### src/rtl/core/lsm_pkg.sv
// ----------------------------------------------------------------------------
// lsm_pkg
// shared types and constants of the line substring matcher: opcodes,
// register indexes and the packed payload structs of both channels
// ----------------------------------------------------------------------------
package lsm_pkg;

  localparam int PATTERN_MAX_DEF = 16;
  localparam int LINE_BITS_DEF   = 16;
  localparam int COL_BITS_DEF    = 16;

  // pattern bytes held by the two 64-bit registers
  localparam int PATTERN_BYTES = 16;
  localparam int FIELD_W       = 16;
  localparam int CFG_INDEX_W   = 2;
  localparam int CFG_DATA_W    = 64;
  localparam int LEN_REG_W     = 5;

  // opcodes
  localparam logic [1:0] OP_TEXT    = 2'd0;
  localparam logic [1:0] OP_EOL     = 2'd1;
  localparam logic [1:0] OP_RESTART = 2'd2;

  // register indexes
  localparam logic [CFG_INDEX_W-1:0] REG_PATTERN_LEN  = 2'd0;
  localparam logic [CFG_INDEX_W-1:0] REG_PATTERN_LOW  = 2'd1;
  localparam logic [CFG_INDEX_W-1:0] REG_PATTERN_HIGH = 2'd2;

  typedef struct packed {
    logic [1:0] op;
    logic [7:0] ch;
  } in_item_t;

  typedef struct packed {
    logic [FIELD_W-1:0] line_index;
    logic [FIELD_W-1:0] column;
  } out_item_t;

endpackage

### src/rtl/core/lsm_cell.sv
// ----------------------------------------------------------------------------
// lsm_cell
// one history cell: holds one past text byte, hands it on to the next cell
// on every text byte and compares it against its aligned pattern byte
// ----------------------------------------------------------------------------
module lsm_cell (
  input  logic       clk,
  input  logic       shift,
  input  logic       clear,
  input  logic [7:0] byte_in,
  input  logic       cmp_en,
  input  logic [7:0] expected,
  output logic [7:0] byte_out,
  output logic       eq
);

  logic [7:0] held;

  always_ff @(posedge clk) begin
    if (clear) begin
      held <= 8'd0;
    end else if (shift) begin
      held <= byte_in;
    end
  end

  assign byte_out = held;
  assign eq       = !cmp_en || (held == expected);

endmodule

### src/rtl/core/line_substring_matcher_core.sv
// ----------------------------------------------------------------------------
// line_substring_matcher_core
// streaming search for every occurrence of a configured byte pattern of up
// to PATTERN_MAX bytes inside text lines, reporting line and start column
// ----------------------------------------------------------------------------
//
//  channel | handshake             | payload
//  --------+-----------------------+---------------------------------------
//  in      | in_valid / in_stall   | in_data  : op, ch
//  out     | out_valid / out_stall | out_data : line_index, column
//  cfg     | cfg_valid / cfg_ready | cfg_index, cfg_data (cfg_ready tied high)
//
//  one transaction per cycle on the input while in_stall is low; each text
//  byte is matched in the cycle it arrives, all window compares run in
//  parallel in the cell chain; a result goes into the output register, or
//  into the skid entry while out stalls, so two results are held; in_stall
//  rises only while both are full, so a waiting result does not block input
//  rst (synchronous) clears counters, history, registers and output valids
//
module line_substring_matcher_core #(
  parameter int PATTERN_MAX = lsm_pkg::PATTERN_MAX_DEF,
  parameter int LINE_BITS   = lsm_pkg::LINE_BITS_DEF,
  parameter int COL_BITS    = lsm_pkg::COL_BITS_DEF
) (
  input  logic                                 clk,
  input  logic                                 rst,
  // input items
  input  logic                                 in_valid,
  output logic                                 in_stall,
  input  lsm_pkg::in_item_t                    in_data,
  // results
  output logic                                 out_valid,
  input  logic                                 out_stall,
  output lsm_pkg::out_item_t                   out_data,
  // register writes
  input  logic                                 cfg_valid,
  output logic                                 cfg_ready,
  input  logic [lsm_pkg::CFG_INDEX_W-1:0]      cfg_index,
  input  logic [lsm_pkg::CFG_DATA_W-1:0]       cfg_data
);

  localparam int LEN_W   = $clog2(PATTERN_MAX + 1);
  localparam int CNT_W   = COL_BITS + 1;
  localparam int CHAIN_N = (PATTERN_MAX > 1) ? PATTERN_MAX - 1 : 1;
  localparam int IDX_W   = $clog2(lsm_pkg::PATTERN_BYTES);

  localparam logic [LEN_W-1:0]    LEN_MAX   = LEN_W'(PATTERN_MAX);
  localparam logic [CNT_W-1:0]    COL_MAX   = {1'b0, {COL_BITS{1'b1}}};
  localparam logic [CNT_W-1:0]    COUNT_CAP = COL_MAX + CNT_W'(PATTERN_MAX);
  localparam logic [LINE_BITS-1:0] LINE_MAX = {LINE_BITS{1'b1}};

  // configuration registers
  logic [lsm_pkg::LEN_REG_W-1:0]  pattern_len;
  logic [lsm_pkg::CFG_DATA_W-1:0] pattern_low;
  logic [lsm_pkg::CFG_DATA_W-1:0] pattern_high;

  // position counters
  logic [CNT_W-1:0]     column_count;
  logic [LINE_BITS-1:0] line_count;

  // output register and skid entry
  logic               skid_valid;
  lsm_pkg::out_item_t skid_data;

  logic accept, is_text, is_eol, is_restart, out_take;

  logic [LEN_W-1:0]   len_eff;
  logic [CNT_W-1:0]   count_next;
  logic [CNT_W-1:0]   start_raw;
  logic [CNT_W-1:0]   start_clamped;
  logic               hit;
  lsm_pkg::out_item_t result;

  logic [lsm_pkg::PATTERN_BYTES-1:0][7:0] pat_bytes;
  logic [PATTERN_MAX-1:0][7:0]            expected;
  logic [PATTERN_MAX-1:0]                 cmp_en;
  logic [CHAIN_N-1:0][7:0]                chain;
  logic [CHAIN_N-1:0]                     cell_eq;

  // ---------------------------------------------------------------------------
  // input decode
  // ---------------------------------------------------------------------------
  assign accept     = in_valid && !in_stall;
  assign is_text    = accept && (in_data.op == lsm_pkg::OP_TEXT);
  assign is_eol     = accept && (in_data.op == lsm_pkg::OP_EOL);
  assign is_restart = accept && (in_data.op == lsm_pkg::OP_RESTART);

  // ---------------------------------------------------------------------------
  // configuration port, always ready
  // ---------------------------------------------------------------------------
  assign cfg_ready = 1'b1;

  always_ff @(posedge clk) begin
    if (rst) begin
      pattern_len  <= '0;
      pattern_low  <= '0;
      pattern_high <= '0;
    end else if (cfg_valid && cfg_ready) begin
      unique case (cfg_index)
        lsm_pkg::REG_PATTERN_LEN:  pattern_len  <= cfg_data[lsm_pkg::LEN_REG_W-1:0];
        lsm_pkg::REG_PATTERN_LOW:  pattern_low  <= cfg_data;
        lsm_pkg::REG_PATTERN_HIGH: pattern_high <= cfg_data;
        default: ;
      endcase
    end
  end

  // oversized length is clamped to PATTERN_MAX
  always_comb begin
    if (pattern_len > lsm_pkg::LEN_REG_W'(PATTERN_MAX)) begin
      len_eff = LEN_MAX;
    end else begin
      len_eff = LEN_W'(pattern_len);
    end
  end

  // ---------------------------------------------------------------------------
  // align the pattern to the window: position j back from the newest byte
  // compares against pattern byte len-1-j, positions at or past len are off
  // ---------------------------------------------------------------------------
  assign pat_bytes = {pattern_high, pattern_low};

  always_comb begin
    for (int j = 0; j < PATTERN_MAX; j++) begin
      cmp_en[j]   = (j < int'(len_eff));
      expected[j] = pat_bytes[IDX_W'(int'(len_eff) - 1 - j)];
    end
  end

  // ---------------------------------------------------------------------------
  // history chain: cell k holds the byte k+1 positions before the newest
  // ---------------------------------------------------------------------------
  assign chain[0] = in_data.ch;

  generate
    if (PATTERN_MAX > 1) begin : g_cells
      for (genvar k = 0; k < PATTERN_MAX - 1; k++) begin : g_cell
        if (k < PATTERN_MAX - 2) begin : g_mid
          lsm_cell u_cell (
            .clk      (clk),
            .shift    (is_text),
            .clear    (rst || is_restart),
            .byte_in  (chain[k]),
            .cmp_en   (cmp_en[k+1]),
            .expected (expected[k+1]),
            .byte_out (chain[k+1]),
            .eq       (cell_eq[k])
          );
        end else begin : g_last
          // oldest byte, nothing further down the chain
          lsm_cell u_cell (
            .clk      (clk),
            .shift    (is_text),
            .clear    (rst || is_restart),
            .byte_in  (chain[k]),
            .cmp_en   (cmp_en[k+1]),
            .expected (expected[k+1]),
            .byte_out (),
            .eq       (cell_eq[k])
          );
        end
      end
    end else begin : g_no_cells
      assign cell_eq = 1'b1;
    end
  endgenerate

  // ---------------------------------------------------------------------------
  // match decision and start column
  // ---------------------------------------------------------------------------
  assign count_next = (column_count < COUNT_CAP) ? column_count + 1'b1 : column_count;

  assign hit = is_text
            && (len_eff != '0)
            && (count_next >= CNT_W'(len_eff))
            && (in_data.ch == expected[0])
            && (&cell_eq);

  assign start_raw     = count_next - CNT_W'(len_eff);
  assign start_clamped = (start_raw > COL_MAX) ? COL_MAX : start_raw;

  assign result.line_index = lsm_pkg::FIELD_W'(line_count);
  assign result.column     = lsm_pkg::FIELD_W'(start_clamped);

  // ---------------------------------------------------------------------------
  // line and column counters, both saturating
  // ---------------------------------------------------------------------------
  always_ff @(posedge clk) begin
    if (rst || is_restart) begin
      column_count <= '0;
      line_count   <= '0;
    end else if (is_eol) begin
      column_count <= '0;
      if (line_count != LINE_MAX) begin
        line_count <= line_count + 1'b1;
      end
    end else if (is_text) begin
      column_count <= count_next;
    end
  end

  // ---------------------------------------------------------------------------
  // output register with one skid entry; input stalls only when the skid
  // entry is occupied
  // ---------------------------------------------------------------------------
  assign out_take = out_valid && !out_stall;
  assign in_stall = skid_valid;

  always_ff @(posedge clk) begin
    if (rst) begin
      out_valid  <= 1'b0;
      skid_valid <= 1'b0;
    end else if (skid_valid) begin
      // no input transaction can happen here
      if (out_take) begin
        out_data   <= skid_data;
        skid_valid <= 1'b0;
      end
    end else if (hit) begin
      if (!out_valid || out_take) begin
        out_data  <= result;
        out_valid <= 1'b1;
      end else begin
        skid_data  <= result;
        skid_valid <= 1'b1;
      end
    end else if (out_take) begin
      out_valid <= 1'b0;
    end
  end

endmodule
### config.mk
export PLATFORM = sky130hd
export DESIGN_NAME = line_substring_matcher_core
export DESIGN_NICKNAME = d
export VERILOG_FILES = /design/src/rtl/core/lsm_pkg.sv /design/src/rtl/core/lsm_cell.sv /design/src/rtl/core/line_substring_matcher_core.sv
export SDC_FILE = /design/constraint.sdc
export NUM_CORES = 1
export LEC_CHECK = 0
export BUFFER_PORTS_ARGS = -buffer_cell sky130_fd_sc_hd__buf_2
export CAP_MARGIN = 0
export CORE_MARGIN = 1.5
export CORE_UTILIZATION = 55
export CTS_CLUSTER_DIAMETER = 80
export DETAILED_ROUTE_END_ITERATION = 8
export GPL_TIMING_DRIVEN = 1
export MAX_ROUTING_LAYER = met4
export PLACE_DENSITY_LB_ADDON = 0.05
export SYNTH_ARGS = -nofsm -noshare
export SYNTH_HDL_FRONTEND = slang
export SYNTH_SLANG_ARGS = --single-unit
### constraint.sdc
create_clock -name clk -period 17.6 [get_ports clk]
set_input_delay 4.4 -clock clk [delete_from_list [all_inputs] [get_ports clk]]
set_output_delay 4.4 -clock clk [all_outputs]
set_load 0.005 [all_outputs]
* Word-level counts from Yosys, hierarchy flattened
Index checks and enable logic that the tools add are counted.
** Storage, ports and cells
- Flip-flop bits (word level) :: 352
- Input bits :: 81
- Output and inout port bits :: 35
- Logic and storage cells :: 227
** Cells by class
- $add $sub $neg :: 19
- Order comparisons :: 35
- Equal/unequal tests :: 23
- Multiplexer cells :: 62
- Bitwise gates (word level) :: 3
- Reductions and logical operators :: 59
** Operators with widths (count)
- 8-bit binary-select mux with 4-bit select :: 16
- 8-bit 2-to-1 mux :: 32
- 8-bit == test :: 16
- 32-bit 2-to-1 mux :: 4
- 4-bit by 6-bit less-than comparator with 1-bit output, second input constant :: 16
- 4-bit by 5-bit less-than comparator with 1-bit output, first input constant :: 8
- 4-bit subtractor, second input constant :: 8
- 3-bit by 5-bit less-than comparator with 1-bit output, first input constant :: 4
- 1-bit logical NOT :: 18
- 17-bit by 1-bit adder with 17-bit output, second input constant :: 1
- 17-bit by 5-bit greater-or-equal comparator with 1-bit output :: 1
- 17-bit by 16-bit greater-than comparator with 1-bit output, second input constant :: 1
- 1-bit logical OR :: 17
- 17-bit less-than comparator, second input constant :: 1
- 17-bit 2-to-1 mux :: 1
- 17-bit by 5-bit subtractor with 17-bit output :: 1
- 16-bit by 1-bit adder with 16-bit output, second input constant :: 1
- 16-bit 2-to-1 mux :: 1
- 16-bit != test, second input constant :: 1
- 4-bit by 3-bit subtractor with 4-bit output, second input constant :: 4
- 15-bit AND reduction :: 1
- 2-bit by 5-bit less-than comparator with 1-bit output, first input constant :: 2
- 1-bit logical AND :: 9
- 2-bit AND reduction :: 4
- 16 further kinds :: 33

* Depth between registers and ports, before layout
- Word-level depth :: 13
- Gate-level depth with buffers :: 24
- Depth with buffers taken out :: 17

* Hierarchy
Synthesis repeated with hierarchy kept, for this count alone.
** Unflattened totals
- Cell total of the unflattened synthesis :: 2202
- Area total of the unflattened synthesis :: 21369.2 µm²
** By module, submodules not included
- line_substring_matcher_core :: instances 1, cells an instance 1647, area an instance 15776.4 µm², sequential area each 5285.1 µm²
- lsm_cell :: instances 15, cells an instance 37, area an instance 372.9 µm², sequential area each 160.2 µm²

* Worst setup path after synthesis
No wires, ideal clock.
- Path type :: input-to-reg
- Start :: input in_valid
- End :: register out_data[0] (netlist bit), enable pin
- Setup time :: 0.470 ns
- Data arrival time :: 8.624 ns
- Required time :: 17.130 ns
- Slack :: 8.506 ns
- Stages on the path :: 9
- Buffers on the path :: 0
- Cells stage by stage :: nand2_1 -> nor3_1 -> o21ai_0 -> nor3b_1 -> nand4_1 -> or4_4 -> nor3_2 -> nand4_1 -> o31ai_1
** Between the ends
- Cells in the longest elaborated chain, start to end :: 8
** RTL lines
- start, declared :: RTL line line_substring_matcher_core.sv:28 : input logic in_valid,
- 1-bit logical AND :: RTL line line_substring_matcher_core.sv:83 : assign accept = in_valid && !in_stall;
- 1-bit logical AND :: RTL line line_substring_matcher_core.sv:84 : assign is_text = accept && (in_data.op == lsm_pkg::OP_TEXT);
- 1-bit logical AND :: RTL line line_substring_matcher_core.sv:174 : && (len_eff != '0)
- 1-bit logical AND :: RTL line line_substring_matcher_core.sv:175 : && (count_next >= CNT_W'(len_eff))
- 1-bit logical AND :: RTL line line_substring_matcher_core.sv:176 : && (in_data.ch == expected[0])
- 1-bit logical AND :: RTL line line_substring_matcher_core.sv:177 : && (&cell_eq);
- 2-bit nonzero test (no source line)
- 4-bit AND reduction (no source line)
- end signal, assigned :: RTL line line_substring_matcher_core.sv:216 : out_data <= skid_data;
- end signal, assigned :: RTL line line_substring_matcher_core.sv:221 : out_data <= result;
- end, declared :: RTL line line_substring_matcher_core.sv:34 : output lsm_pkg::out_item_t out_data,
No other way between the ends.
A chain may end at the register's enable or synchronous reset.

* Worst setup path after layout
- Start :: register pattern_len[4] (netlist bit)
- End :: register out_data[16] (netlist bit), enable pin
** Between the ends
- Cells in the longest elaborated chain, start to end :: 13
- Elaborated cells between the ends (all ways) :: 136
- Classes of those cells :: add/sub (16); order compare (17); eq/ne (16); mux (49); reduce/logical (38)
** RTL lines
- start, declared :: RTL line line_substring_matcher_core.sv:53 : logic [lsm_pkg::LEN_REG_W-1:0] pattern_len;
- start signal, assigned :: RTL line line_substring_matcher_core.sv:100 : lsm_pkg::REG_PATTERN_LEN: pattern_len <= cfg_data[lsm_pkg::LEN_REG_W-1:0];
- 5-bit greater-than comparator :: RTL line line_substring_matcher_core.sv:110 : if (pattern_len > lsm_pkg::LEN_REG_W'(PATTERN_MAX)) begin
- 5-bit 2-to-1 mux * :: RTL line line_substring_matcher_core.sv:110
- 4-bit by 1-bit subtractor with 4-bit output :: RTL line line_substring_matcher_core.sv:126 : expected[j] = pat_bytes[IDX_W'(int'(len_eff) - 1 - j)];
- 4-bit by 2-bit subtractor with 4-bit output (tied with other cells) :: RTL line line_substring_matcher_core.sv:126
- 8-bit binary-select mux with 4-bit select :: RTL line line_substring_matcher_core.sv:126
- 8-bit 2-to-1 mux (not written as such) (2 in a row) :: RTL line line_substring_matcher_core.sv:126
- 8-bit == test :: RTL line lsm_cell.sv:28 : assign eq = !cmp_en || (held == expected);
- 1-bit logical OR :: RTL line lsm_cell.sv:28
- 15-bit AND reduction :: RTL line line_substring_matcher_core.sv:177
- 1-bit logical AND * :: RTL line line_substring_matcher_core.sv:177
- 2-bit nonzero test (no source line) *
- 4-bit AND reduction (no source line) *
Every way passes the cells marked *; elsewhere a longest branch is shown, timed or not. The select of a mux whose other input is x is not followed.

==> flow_summary_export.csv <==
group,metric,value,unit
synth,synthMuxAreaShare,13.96,%
drt,top_layer,"met4",
sta,slew_headroom,6.476,%
drt,vias,23693,
power,power.density,83.01,nW/µm²
floorplan,rows,75,
layout,diodes,0,
clock_network,cts_inserted_buffers,38,
clock_network,cts_tree,"done",
clock_network,cts_root_buf,"clkbuf_16",
hold_path,hp-start,"g_cells.g_cell[14].g_last.u_cell.byte_out[0]",
clock_network,clk_latency,0.57,ns
synth,synth_xor_area_share,5.456,%
sta,maxSlewViolCount,0,
setup_path,reg2reg_from,"pattern_len[4]",
synth,synth_area,23600,µm²
drt,postRouteAntennaNets,0,
setup_path,r2r_setup_slack,9.57,ns
layout,drive_gt1_share,14.84,%
floorplan,initial_core_util,56.00,%
grt,overflow,0,
power,vdd_drop_max,0.08013,mV
setup_path,cp.required,17.80,ns
synth,syn_inst,2884,
setup_path,worstReg2RegEnd,"out_data[16]",
layout,final_util,60.20,%
drt,drt_wl_total,99440,µm
synth,synth_top_area_share,24.43,%
layout,nFillCells,3718,
floorplan,core-area,42130,µm²
setup_path,rr_worst_depth,16,
drt,wl_met2,42370,µm
synth,synthAdderAreaFrac,1.145,%
power,p_leak,0.009155,µW
synth,synthArstFlopShare,0,%
grt,grt_max_degree,103,
grt,antenna_found_initial,0,
sta,max_freq,124.5,MHz
setup_path,cp.arrival,8.24,ns
sta,tightestPinTransition,1.400,ns
sta,setup_viol,0,
clock_network,cts_hold_buf,0,
sta,hold_viol_final,0,
drt,avgViaCountPerCell,6.948,
clock_network,htree_levels,2,
grt,grt_usage,45.39,%
drt,drc,0,
grt,grt_pass1_wl,143100,µm
drt,met3_length,11630,µm
synth,synth.area.top_cells,"dfxtp_1, nand2_1, edfxtp_1, a21oi_1, mux2_2",
synth,synthFlopType,"dfxtp_1",
placement,dp_hpwl,74670,µm
synth,avgSynthCellArea,8.182,µm²
clock_network,clock_path_buffers,3,
floorplan,die-area,44150,µm²
drt,wl_per_cell,29.16,µm
clock_network,post_cts_resized,0,
synth,ys_seq_area_share,32.58,%
placement,gp_congestion,1.085,
synth,synth_compound_area_share,19.42,%
setup_path,startpoint_type,"flip-flop",
run_status,status,"complete, no violations",
clock_network,cts.sinks,352,
hold_path,holdPathEnd,"g_cells.g_cell[14].g_last.u_cell.byte_out[0]",
sta,fin_crit_sh,45.64,%
synth,synth_top_family_by_area,"simple AND/OR/NAND/NOR gates",
drt,firstDrtPassIters,6,
synth,yosys.area.top_type,"dfxtp_1",
synth,synth_edf_count,64,
layout,syn_to_final_growth,7.492,%
synth,synth-simple-area-share,22.32,%
placement,portBuffers,114,
setup_path,crit_type,"reg -> reg",
flow_run,cap_violations,0,
sta,tns,0,ns
setup_path,crit_path_end_kind,"flip-flop",
synth,yosysWarnings,0,
synth,synth_cell_types,98,
sta,rsz0062_at_grt,"no",
layout,layout.nets,2945,
hold_path,holdPathStages,2,
sta,timing.final.crit_period,8.033,ns
hold_path,hold_class,"reg -> reg",
floorplan,ios,116,
grt,grt_pass1_vias,21576,
sta,clock_skew,0.02175,ns
setup_path,worst-path-max-fanout,56,
drt,wl_met1,37740,µm
floorplan,die_y,210.1,µm
synth,synth.net_count,2986,
drt,drt_iter0_markers,3782,
clock_network,cts_setup_buffers,0,
floorplan,fp.dieW,210.1,µm
synth,ys_ff_latch,352,
clock_network,cts.clk_slew.worst_paths,0.06,ns
metrics by stage:
step / hold slack, ns / setup slack (ns) / instance area, µm² / cells / power (µW)
5_1_grt: 0.4956 / 9.228 / 25360 / 3410 / 2158
3_3_place_gp: 0.4532 / 9.549 / 24110 / 3342 / 1283
6_report: 0.4702 / 9.567 / 25360 / 3410 / 2105
3_5_place_dp: 0.4624 / 9.424 / 24110 / 3342 / 1289
4_1_cts: 0.4710 / 9.793 / 25360 / 3410 / 2091
2_1_floorplan: 0.4451 / 8.506 / 23600 / 2884 / 1151
sequential cells by signal (all words and copies together), names as in the netlist:
register and flops:
out_data 32, g_cells.g_cell.g_last.u_cell.byte_out 8, pattern_len 5, g_cells.g_cell.g_mid.u_cell.byte_out 112
in_stall 1, pattern_low 64, column_count 17, line_count 16
pattern_high 64, skid_data 32, out_valid 1
placed cells by master, fill, tap and decap left out, types with 64 or more instances in the layout:
cell      instances
o21ai_0          78
mux2i_1          94
edfxtp_1         64
mux2_2          106
dfxtp_1         285
o22ai_1          86
xor2_1           84
nor2_1          105
nand3_1          71
buf_2           113
nand2_1         600
a21oi_1         351
final cells by class:
| type | count | area, µm² | share of cell area, % |
|---|---|---|---|
| timing repair buffer | 150 | 843.3 | 3.325 |
| sequential | 352 | 7694 | 30.33 |
| clock inverter | 20 | 209.0 | 0.8238 |
| multi-input combinational | 2269 | 14780 | 58.27 |
| clock buffer | 48 | 1044 | 4.114 |
| inverter | 32 | 120.1 | 0.4736 |
| tap | 539 | 674.4 | 2.659 |
worst max-delay path: stages, from the launching register on:
cell and delay [ns]:
dfxtp_2 0.67, nand2b_4 0.63, buf_4 0.84, ha_2 0.69
buf_4 0.63, ha_1 0.37, a21boi_0 0.32, nand3_1 0.23
nand2_1 0.51, mux2i_1 0.32, xor2_1 0.20, nand3_1 0.09
or4_1 0.64, o31ai_1 0.38, nand4_1 0.32, o31ai_4 0.29
buf_4 0.42
routing by layer:
layer  vias up  track usage, %
met5         -               -
li1      10444               -
met1     11364           56.27
met4         0           29.15
met3       326           11.47
met2      1559           65.77
Yosys cell counts (29+ instances only):
cell      number
a211oi_1      45
a21oi_1      351
and3_1        39
buf_2         56
clkbuf_1     133
dfxtp_1      288
edfxtp_1      64
inv_1         29
mux2_2       106
mux2i_1       94
mux4_2        51
nand2_1      600
nand3_1       71
nor2_1       107
nor3_1        48
nor4_1        43
o21ai_0       78
o22ai_1       86
xnor2_1       63
xor2_1        84
power breakdown:
group          total (µW)  internal [µW]  switching, µW
sequential            860            833           26.9
clock                 812            470            343
combinational         433            149            284
cells by family (layout without fill, tap and decap cells):
logic type / Yosys count / count (layout)
adder cells (fa/ha/maj): 21 / 21
buffers and inverters: 263 / 250
multiplexers: 252 / 252
XOR/XNOR: 147 / 147
other: 1 / 1
flip-flops: 352 / 352
AND/OR/NAND/NOR: 1102 / 1102
AO/OA/AOI/OAI: 746 / 746
worst max path at each step:
| stage | cells after the start | slack [ns] | end | startpoint |
|---|---|---|---|---|
| 2_1_floorplan | 9 | 8.51 | out_data[0] | in_valid |
| 3_3_place_gp | 12 | 9.55 | skid_data[10] | in_valid |
| 3_5_place_dp | 12 | 9.42 | out_data[13] | in_valid |
| 4_1_cts | 16 | 9.79 | out_data[16] | pattern_len[4] |
| 5_1_grt | 16 | 9.23 | out_data[16] | pattern_len[4] |
| 6_report | 16 | 9.57 | out_data[16] | pattern_len[4] |
No activity file was read; power rests on OpenSTA's default activity.
